$ cat src/sv/kri_pkg.sv
// ----------------------------------------------------------------------------
// kri_pkg
// Shared widths, constants and types of the keyframe rotation interpolator.
// ----------------------------------------------------------------------------
package kri_pkg;

    localparam int KEY_SLOTS   = 4;
    localparam int STAGES_DEF  = 4;
    localparam int TIME_W      = 16;
    localparam int ANG_W       = 24;
    localparam int LIFE_W      = 24;
    localparam int RAD_W       = 27;
    localparam int AGE_QW      = 16;
    localparam int DIV_W       = 25;
    localparam int IDX_W       = 2;
    localparam int QUEUE_DEPTH = 4;
    localparam int REG_ADDR_W  = 5;
    localparam int APB_DATA_W  = 32;
    localparam int K_W         = 28;
    localparam int PROD_W      = ANG_W + K_W - 1;

    localparam logic [TIME_W:0]  ONE_Q15        = 17'd32768;
    localparam logic [K_W-1:0]   DEG_TO_RAD_Q32 = 28'd74961321;
    localparam logic [TIME_W-1:0] KEY_TIME_RST  = 16'd32768;
    localparam logic [ANG_W-1:0]  KEY_ANGLE_RST = 24'd0;

    localparam logic [2:0] REG_KEY_ANGLE_BASE = 3'd4;

    typedef enum logic [1:0] {
        SEL_FIRST,
        SEL_LAST,
        SEL_SEG,
        SEL_NONE
    } sel_t;

    typedef struct packed {
        sel_t              sel;
        logic [IDX_W-1:0]  idx;
        logic [TIME_W-1:0] off;
        logic              bad;
    } job_t;

    typedef logic [KEY_SLOTS-1:0][TIME_W-1:0] key_time_t;
    typedef logic [KEY_SLOTS-1:0][ANG_W-1:0]  key_angle_t;

endpackage

$ cat src/sv/kri_queue.sv
// ----------------------------------------------------------------------------
// kri_queue
// Short queue between the classification front and the arithmetic back.
// ----------------------------------------------------------------------------
module kri_queue import kri_pkg::*; (
    input  logic aclk,
    input  logic aresetn,
    input  logic wr_valid,
    output logic wr_ready,
    input  job_t wr_job,
    output logic rd_valid,
    input  logic rd_pop,
    output job_t rd_job
);

    localparam int PW = $clog2(QUEUE_DEPTH);

    job_t          mem_reg [0:QUEUE_DEPTH-1];
    logic [PW-1:0] wp_reg, wp_next;
    logic [PW-1:0] rp_reg, rp_next;
    logic [PW:0]   cnt_reg, cnt_next;
    logic          push;

    assign wr_ready = (cnt_reg != (PW+1)'(QUEUE_DEPTH));
    assign rd_valid = (cnt_reg != '0);
    assign push     = wr_valid && wr_ready;
    assign rd_job   = mem_reg[rp_reg];

    always_comb begin
        wp_next  = push ? wp_reg + 1'b1 : wp_reg;
        rp_next  = rd_pop ? rp_reg + 1'b1 : rp_reg;
        cnt_next = cnt_reg + (PW+1)'(push) - (PW+1)'(rd_pop);
    end

    always_ff @(posedge aclk) begin
        if (!aresetn) begin
            wp_reg  <= '0;
            rp_reg  <= '0;
            cnt_reg <= '0;
        end else begin
            wp_reg  <= wp_next;
            rp_reg  <= rp_next;
            cnt_reg <= cnt_next;
        end
    end

    always_ff @(posedge aclk) begin
        if (push) begin
            mem_reg[wp_reg] <= wr_job;
        end
    end

endmodule

$ cat config.mk
export PLATFORM = sky130hd
export DESIGN_NAME = kri_queue
export DESIGN_NICKNAME = d
export VERILOG_FILES = /design/src/sv/kri_pkg.sv /design/src/sv/kri_queue.sv
export SDC_FILE = /design/constraint.sdc
export NUM_CORES = 1
export LEC_CHECK = 0
export BUFFER_PORTS_ARGS = -buffer_cell sky130_fd_sc_hd__buf_2
export CAP_MARGIN = 20
export CORE_ASPECT_RATIO = 0.5
export CORE_MARGIN = 5
export CORE_UTILIZATION = 46
export DETAILED_ROUTE_END_ITERATION = 10
export PLACE_DENSITY = 0.69
export SYNTH_ARGS = -nofsm -noshare
export SYNTH_HDL_FRONTEND = slang
export SYNTH_SLANG_ARGS = --single-unit
$ cat constraint.sdc
create_clock -name aclk -period 2.2 [get_ports aclk]
set_input_delay 0.22 -clock aclk [delete_from_list [all_inputs] [get_ports aclk]]
set_output_delay 0.22 -clock aclk [all_outputs]
set_load 0.1 [all_outputs]
==> results.cfg <==
[status]
status = complete, no violations

[sta]
rsz0062_at_grt = false
worst_slew_pin_slew_ns = 0.489
drv_slew = 0
fin_tns_setup_ns = 0
finalClockSkew_ns = 0.00551
max_freq_ghz = 0.483
finalCritPeriodShare = 0.941
maxSlewHeadroom = 0.676
finalHoldViolations = 0
period_needed_ns = 2.07
setup-violations-final = 0

[placement]
port-buffer-count = 47
dp_hpwl_um = 4180
place_congestion = 0.691
dp_cells = 308
dpl-instance-area_sq_um = 4230

[finish]
stdcell_count = 324
nFillCells = 520
final_cell_mix = edfxtp_1 (84), buf_2 (27), buf_12 (21)
largest_reg_flops = 84
fin_nets = 255
antenna_cells = 0
drive_gt1_frac = 0.430
seq_area_sq_um = 2710
multi_input_area_sq_um = 733
layout_commonest_cell = edfxtp_1
design_area_sq_um = 4500
area_growth_pct = 29.0

[power]
p_total_mw = 5.28
switching_power_mw = 1.77
p_clk_frac = 0.258
sw_frac_of_total = 0.336
power.density_nw_per_um2 = 1170
peakVddDrop_mv = 0.577
combPwrFrac = 0.324
seqPwrFrac = 0.418
cellLeakagePower_nw = 1.60
p_int_mw = 3.51

[grt]
grt_pass1_wl_um = 9790
grt_antenna_before_repair = 0
grt_max_degree = 16
grt_usage = 0.141
grt.overflow.total = 0
grt_pass1_vias = 1892

[floorplanning]
fp.coreArea_sq_um = 7350
die_x_um = 133
io_pins = 48
rows = 22
start_util = 0.475
die_y_um = 71.6
die_area_sq_um = 9540

[clocking]
clk_latency_ns = 0.33
cts_sinks = 93
cts_inserted_buffers = 9
tritoncts = built
h-tree-depth = 3
root_buffer = clkbuf_16
cts_hold_buf = 0
clk_pin_slew_worst_paths_ns = 0.06
max-clock-path-buffers = 2

[worst_setup_path]
arrival_ns = 2.29
setup.worst_path.start_class = register
cp-end-kind = register
worstPathRequired_ns = 2.42
cp_top_family = adder cells
max_stage_delay_ns = 0.37
worstPathMaxFanout = 4
crit_top_cell = inv_1
worst-path-buf-inv = 3
crit_path_top_delay_cell = dfxtp_4
worstPathCellList = nor2_1, a21boi_2, inv_1, ha_1, inv_1, ha_1, inv_1, fa_1, xnor2_1, xnor2_1, and2_1
crit_type = reg -> reg

[synthesis]
synth_nets = 188
syn_area_per_cell_sq_um = 22.4
syn-cell-area_sq_um = 3490
synthTopCellsByArea = edfxtp_1 (72%), mux4_2 (13%), dfxtp_1 (5.2%), ha_1 (2.2%), and2_1 (1.6%)
synth_area_leader_cell = edfxtp_1
ys_seq_area_frac = 0.774
syn_inst = 156
yosys.cell_types.count = 19
yosys_warnings = 0
synth.ff_latch_count = 93
synth.top_cell.area_share = 0.723

[drt]
via_count = 1648
avgRoutedWirePerCell_um = 18.4
routed_wl_um = 5960
detail-route-antenna-nets = 0
first_iter_violations = 164
via_per_inst = 5.09
first_pass_iters = 4
drc_errors = 0

[job]
maxCapViolCount = 0

[worst_hold_path]
hold_path_class = in -> reg
-- synthesized netlist by cell type --
library cell   n
xor2_1         1
ha_1           6
a21boi_2       1
nor2b_1        1
dfxtp_1        9
inv_1          5
nor2_1         1
mux4_1         1
mux2i_1        2
fa_1           1
buf_2          2
and2_1         9
xnor2_1        3
buf_6          2
edfxtp_1      84
clkbuf_1       1
or3_1          1
nand2_1        6
mux4_2        20
-- final timing paths --
kind / cells after the start / slack (ns) / endpoint / startpoint
setup reg to reg: 11 / 0.13 / cnt_reg[2] / cnt_reg[1]
hold / removal: 1 / 0.10 / mem_reg[2][18] / wr_job[18]
hold reg to reg: 2 / 0.51 / wp_reg[1] / wp_reg[1]
setup / recovery: 11 / 0.13 / cnt_reg[2] / cnt_reg[1]
-- logic make-up after synthesis --
| group | after synthesis | share of synthesized area |
|---|---|---|
| flip-flops | 93 | 0.774 |
| multiplexers | 23 | 0.142 |
| AND/OR/NAND/NOR | 18 | 0.0272 |
| buffers and inverters | 10 | 0.0158 |
| adder cells (fa/ha/maj) | 7 | 0.0272 |
| XOR/XNOR | 4 | 0.0100 |
| AO/OA/AOI/OAI | 1 | 0.00323 |
-- power groups by stage --
stage / Clock [mW] / Combinational, mW / Sequential [mW]
after detailed placement: 0 / 1.73 / 2.24
after CTS: 1.40 / 1.73 / 2.21
final: 1.36 / 1.71 / 2.21
after global placement: 0 / 1.70 / 2.23
after global routing: 1.48 / 1.78 / 2.23
after floorplan: 0 / 1.16 / 2.22
-- cell type report --
class | count | area share
timing repair buffer | 61 | 0.145
clock inverter | 5 | 0.00584
sequential | 93 | 0.601
tap | 96 | 0.0267
multi-input combinational | 53 | 0.163
clock buffer | 11 | 0.0539
inverter | 5 | 0.00417
-- through the flow --
step | utilization | hold slack [ns] | setup slack, ns
floorplan | - | 0.319 | 0.0736
CTS | 0.612 | 0.0849 | 0.0793
global placement | 0.575 | 0.429 | 0.177
global route | 0.613 | 0.0912 | 0.00393
finish | 0.613 | 0.101 | 0.130
detailed placement | 0.575 | 0.438 | 0.0190
-- repair_timing --
action / CTS / global route
resized for setup: 1 / 1
setup endpoints to repair: 1 / 1
gates cloned: 0 / 0
setup buffers: 0 / 0
-- routing by layer --
layer / GRT usage / vias up / routed length (um)
met1: 0.159 / 855 / 2510
met4: 0.0650 / 0 / 82
li1: - / 758 / -
met2: 0.249 / 28 / 3170
met3: 0.0435 / 7 / 201
met5: 0 / - / 0
Note: power is estimated with default switching activity, not from simulation.
