`src/sv/kri_pkg.sv`:
```
// ----------------------------------------------------------------------------
// kri_pkg
// Shared widths, constants and types of the keyframe rotation interpolator.
// ----------------------------------------------------------------------------
package kri_pkg;

    localparam int KEY_SLOTS   = 4;
    localparam int STAGES_DEF  = 4;
    localparam int TIME_W      = 16;
    localparam int ANG_W       = 24;
    localparam int LIFE_W      = 24;
    localparam int RAD_W       = 27;
    localparam int AGE_QW      = 16;
    localparam int DIV_W       = 25;
    localparam int IDX_W       = 2;
    localparam int QUEUE_DEPTH = 4;
    localparam int REG_ADDR_W  = 5;
    localparam int APB_DATA_W  = 32;
    localparam int K_W         = 28;
    localparam int PROD_W      = ANG_W + K_W - 1;

    localparam logic [TIME_W:0]  ONE_Q15        = 17'd32768;
    localparam logic [K_W-1:0]   DEG_TO_RAD_Q32 = 28'd74961321;
    localparam logic [TIME_W-1:0] KEY_TIME_RST  = 16'd32768;
    localparam logic [ANG_W-1:0]  KEY_ANGLE_RST = 24'd0;

    localparam logic [2:0] REG_KEY_ANGLE_BASE = 3'd4;

    typedef enum logic [1:0] {
        SEL_FIRST,
        SEL_LAST,
        SEL_SEG,
        SEL_NONE
    } sel_t;

    typedef struct packed {
        sel_t              sel;
        logic [IDX_W-1:0]  idx;
        logic [TIME_W-1:0] off;
        logic              bad;
    } job_t;

    typedef logic [KEY_SLOTS-1:0][TIME_W-1:0] key_time_t;
    typedef logic [KEY_SLOTS-1:0][ANG_W-1:0]  key_angle_t;

endpackage

```
`src/sv/kri_front.sv`:
```
// ----------------------------------------------------------------------------
// kri_front
// Age divider pipeline and segment classification.
// ----------------------------------------------------------------------------
module kri_front import kri_pkg::*; #(
    parameter int STAGES = STAGES_DEF
) (
    input  logic              aclk,
    input  logic              aresetn,
    input  logic              in_valid,
    output logic              in_ready,
    input  logic [LIFE_W-1:0] life_left,
    input  logic [LIFE_W-1:0] life_total,
    input  key_time_t         key_time,
    output logic              job_valid,
    input  logic              job_ready,
    output job_t              job
);

    localparam int N = AGE_QW;

    logic              adv;
    logic [N:0]        v_reg;
    logic [LIFE_W-1:0] rem_reg [0:N];
    logic [LIFE_W-1:0] tot_reg [0:N];
    logic [N-1:0]      q_reg   [0:N];
    logic              bad_reg [0:N];
    logic              neg_reg [0:N];

    assign adv      = !v_reg[N] || job_ready;
    assign in_ready = adv;

    always_ff @(posedge aclk) begin
        if (!aresetn) begin
            v_reg <= '0;
        end else if (adv) begin
            v_reg <= {v_reg[N-1:0], in_valid};
        end
    end

    always_ff @(posedge aclk) begin
        if (adv) begin
            bad_reg[0] <= (life_total == '0);
            neg_reg[0] <= (life_left > life_total);
            tot_reg[0] <= life_total;
            rem_reg[0] <= (life_left > life_total) ? '0 : life_left;
            q_reg[0]   <= '0;
        end
    end

    for (genvar k = 0; k < N; k++) begin : g_div
        logic [LIFE_W:0] sh;
        logic            ge;
        always_comb begin
            sh = (k == 0) ? {1'b0, rem_reg[k]} : {rem_reg[k], 1'b0};
            ge = (sh >= {1'b0, tot_reg[k]});
        end
        always_ff @(posedge aclk) begin
            if (adv) begin
                rem_reg[k+1] <= ge ? LIFE_W'(sh - {1'b0, tot_reg[k]}) : LIFE_W'(sh);
                tot_reg[k+1] <= tot_reg[k];
                q_reg[k+1]   <= {q_reg[k][N-2:0], ge};
                bad_reg[k+1] <= bad_reg[k];
                neg_reg[k+1] <= neg_reg[k];
            end
        end
    end

    logic [TIME_W:0]   age_w;
    logic [TIME_W-1:0] age;

    always_comb begin
        age_w   = ONE_Q15 - {1'b0, q_reg[N]};
        age     = age_w[TIME_W-1:0];
        job.bad = bad_reg[N];
        job.idx = '0;
        job.off = '0;
        if (bad_reg[N] || neg_reg[N] || age <= key_time[0]) begin
            job.sel = SEL_FIRST;
        end else if (age >= key_time[STAGES-1]) begin
            job.sel = SEL_LAST;
        end else begin
            job.sel = SEL_NONE;
            for (int i = STAGES - 2; i >= 0; i--) begin
                if (age >= key_time[i] && age < key_time[i+1]) begin
                    job.sel = SEL_SEG;
                    job.idx = IDX_W'(i);
                    job.off = age - key_time[i];
                end
            end
        end
    end

    assign job_valid = v_reg[N];

endmodule

```
`config.mk`:
```
export PLATFORM = sky130hd
export DESIGN_NAME = kri_front
export DESIGN_NICKNAME = d
export VERILOG_FILES = /design/src/sv/kri_pkg.sv /design/src/sv/kri_front.sv
export SDC_FILE = /design/constraint.sdc
export NUM_CORES = 2
export LEC_CHECK = 0
export BUFFER_PORTS_ARGS = -buffer_cell sky130_fd_sc_hd__buf_4
export CAP_MARGIN = 30
export CORE_UTILIZATION = 50
export DETAILED_ROUTE_END_ITERATION = 10
export PLACE_DENSITY = 0.71
export RECOVER_POWER = 25
export SYNTH_ARGS = -nofsm -noshare
export SYNTH_HDL_FRONTEND = slang
export SYNTH_SLANG_ARGS = --single-unit
```
`constraint.sdc`:
```
create_clock -name aclk -period 53.1 [get_ports aclk]
set_clock_uncertainty 0.05 [all_clocks]
set_input_delay 7.965 -clock aclk [delete_from_list [all_inputs] [get_ports aclk]]
set_output_delay 7.965 -clock aclk [all_outputs]
set_load 0.01 [all_outputs]
```
==> run metrics <==
max-cap violation count 0; Starting Density 0.5039; Max Root-Sink Buffers 3; Reg-to-Reg Start v_reg[16]; post-CTS setup buffer count 0; Post-DP Area 0.05859 mm²; Worst path max stage delay between 0.5 and 0.6 ns; post-CTS sizing 0; total gr overflow 0; Total Negative Setup Slacks 0 ns; crit path launch key_time[0]; worst hold path type reg2reg; Worst VDD drop 0.00003774 V; static leakage 0.02669 µW; clock sinks 955; number of global-route vias before repair about 36,000; slowest CP cell a211oi_2; number of flops mapped to enable cells by yosys 938; CP dominant cell by count buf_4; Slew Viols, Final 0; total track usage 0.2038; GR Layer Usage met3 0.02474; Setup violations, final 0; CP Capture Type output port; DRC Markers 0; vias per inst 5.549; cts bufs inserted approximately 100; pin count of the biggest net entering global routing 204; fmax 51.52 MHz; final hold vios 0; max_slew headroom 0.2310; cell count along the critical path 14; Startpoint Class input pin; M2 GR Usage 0.3530; H-tree Lvls 3; Final GP Congestion 0.9079; Worst EP required 45.08 ns; Hold-fix buffers, CTS 0; Routed WL per cell roughly 17 µm; worst r2r dst tot_reg[0][208]; M1 GR Usage 0.2610; Die H 336.0 µm; largest cells by area after synthesis edfxtp_1 (51%), ha_1 (11%), inv_1 (3.9%); Fill cells 9,232; initial DRC count 2,778; Crit Path Category in2out; NumNets Final just under 6,000; CP endpoint job[11]; Post-synth ARST share 0; setup ws final 33.69 ns; Power Dens Cells slightly below 60 mW/mm²; Worst Tran Pin Value 1.153 ns; Pre-antenna DRT Iters 6; I/O pin count 139; crit-path leading delay family compound AO/OA/AOI/OAI gates; synthesized area per cell ~11 µm²; status completed; Routed Antenna Nets 0; row count 122; Cells after Synth between 5,000 and 6,000; Syn. warnings 0; routed vias 37,830; CTS tree built; clock-pin slew on the worst setup and hold paths about 0.06 ns; post-detail-place hpwl 87.56 mm; RSZ-0062 raised after global routing no; minimum clock period roughly 19 ns; diode count 0; synthesis-stage register bit count 955; worst hold slack 0.3597 ns; post-synthesis net count 5,666; initial antenna violation count 0; reg-to-reg slack, setup 48.33 ns; post-route cell area about 0.062 mm²; chip width 336.0 µm; Post-Place Worst Slack 33.70 ns; Port Buffers 138; share of the synthesized area in the top cell type 0.5051; global-route wire length before repair between 150 and 200 mm; Layout area overhead 11.10%; dominant cell type by area after synthesis edfxtp_1; post-synthesis cell type count a little under 100; Root Driver clkbuf_16; sequential area share after synthesis 0.5112; Worst R2R Path Depth 7; CP Max Fanout 20; period utilisation layout 0.3656; Core ar. 0.1107 mm²; Synth Flop Type edfxtp_1; clock latency on the worst-skew pair 0.70 ns; synthesized area roughly 0.056 mm²; crit path DAT 11.40 ns; GRT busiest layer met2; share of layout cells above drive strength 1 0.09418; Die ar. 0.1129 mm²; final WL 115.6 mm; CP Cell Sequence buf_4 -> ha_1 -> fa_1 -> nand2b_1 -> a21boi_0 -> o21ai_0 -> a21oi_1 -> or4b_1 -> nand2_1 -> a211oi_2 -> buf_4 -> a221oi_1 -> a311oi_1 -> buf_4; Bufs and invs on worst path 3
## cell usage in the layout (no fill, tap or decap), drive strengths merged, types with 11 or more instances in the layout
cell	Yosys	final
o211ai	26	26
nor3	75	75
nand2b	57	57
bufinv	0	13
a21boi	35	35
o21a	69	69
nor2b	66	66
mux2	127	127
ha	472	472
xor2	149	149
a221oi	22	22
nand4	67	67
a31oi	39	39
o31ai	32	32
inv	586	589
or3	30	30
o31a	12	12
edfxtp	938	938
mux2i	11	11
nor4	26	26
fa	18	18
xnor2	189	189
nor2	334	334
a21oi	369	369
clkbuf	44	122
o21bai	27	27
buf	39	170
a32oi	11	11
dfxtp	17	17
o21ai	309	309
a211oi	45	45
or2	14	14
a21o	173	173
nand2	357	357
nand3b	14	14
clkinv	2	46
nand3	76	76
and2	17	17
and3	40	40
## kinds of logic after synthesis
kind of cell,share of synthesized area
compound gates,0.1479
xor+xnor,0.05309
fa+ha+maj,0.1124
buf+inv,0.04676
flops,0.5112
mux,0.02796
simple gates,0.1008
## worst reg2reg max path, cell delays in order (launching register included)
cell and delay [ns]:
dfxtp_1 0.31, nor2b_1 0.13, buf_4 0.20, inv_8 0.35, buf_4 0.82, buf_4 0.79
buf_4 0.72, buf_12 0.72
## where the power goes
| part | internal (µW) | switching (µW) | total [µW] |
|---|---|---|---|
| combinational | 743 | 956 | 1700 |
| clock | 416 | 294 | 710 |
| sequential | 1140 | 114 | 1260 |
| total | 2300 | 1360 | 3660 |
## how the worst min path moves through the flow
stage	end	startpoint	slack, ns	cells past startpoint
final	q_reg[0][228]	q_reg[0][211]	0.36	0
after global routing	q_reg[0][147]	q_reg[0][130]	0.37	0
after CTS	q_reg[0][210]	q_reg[0][193]	0.36	0
after detailed placement	bad_reg[0][9]	bad_reg[0][8]	0.35	0
after global placement	q_reg[0][254]	q_reg[0][237]	0.35	0
after floorplan	bad_reg[0][10]	bad_reg[0][9]	0.35	0
## layout make-up
type,count,area [µm²],share of cell area
clock inverters,61,713.2,0.01151
clock buffers,122,2628,0.04241
inverters,588,2215,0.03575
flip-flops and latches,955,28510,0.4601
repair buffers,170,1345,0.02171
multi-input cells,3434,24680,0.3984
well taps,1488,1862,0.03005
## routing by layer
metal,routed length (µm),share of wire,up-vias
met5,0,0,-
met4,4052,0.035,0
met3,5007,0.043,209
met2,56040,0.48,826
met1,50510,0.44,17930
li1,-,-,18860
## cells in the mapped netlist (25+ instances only)
master and n:
nand3_1 76, nand2_1 356, nor2_1 333, nor3_1 75, buf_2 26, a21oi_1 369, ha_1 472, o31ai_1 26
clkbuf_1 44, nor2b_1 65, xnor2_1 189, inv_1 585, a31oi_1 36, and3_1 40, a21boi_0 34, o211ai_1 25
o21a_1 69, xor2_1 149, nand4_1 67, mux2_2 120, nor4_1 25, edfxtp_1 938, a21o_1 173, o21ai_0 291
o21bai_1 27, a211oi_1 39, or3_1 30, nand2b_1 57
## through the flow
stage / cells / power (µW) / utilization
3_5_place_dp: 6634 / 2949 / 0.5294
5_1_grt: 6818 / 3927 / 0.5598
6_report: 6818 / 3665 / 0.5598
4_1_cts: 6817 / 3677 / 0.5596
2_1_floorplan: 5060 / 2553 / -
3_3_place_gp: 6632 / 2910 / 0.5290
(Power assumes the default switching activity.)
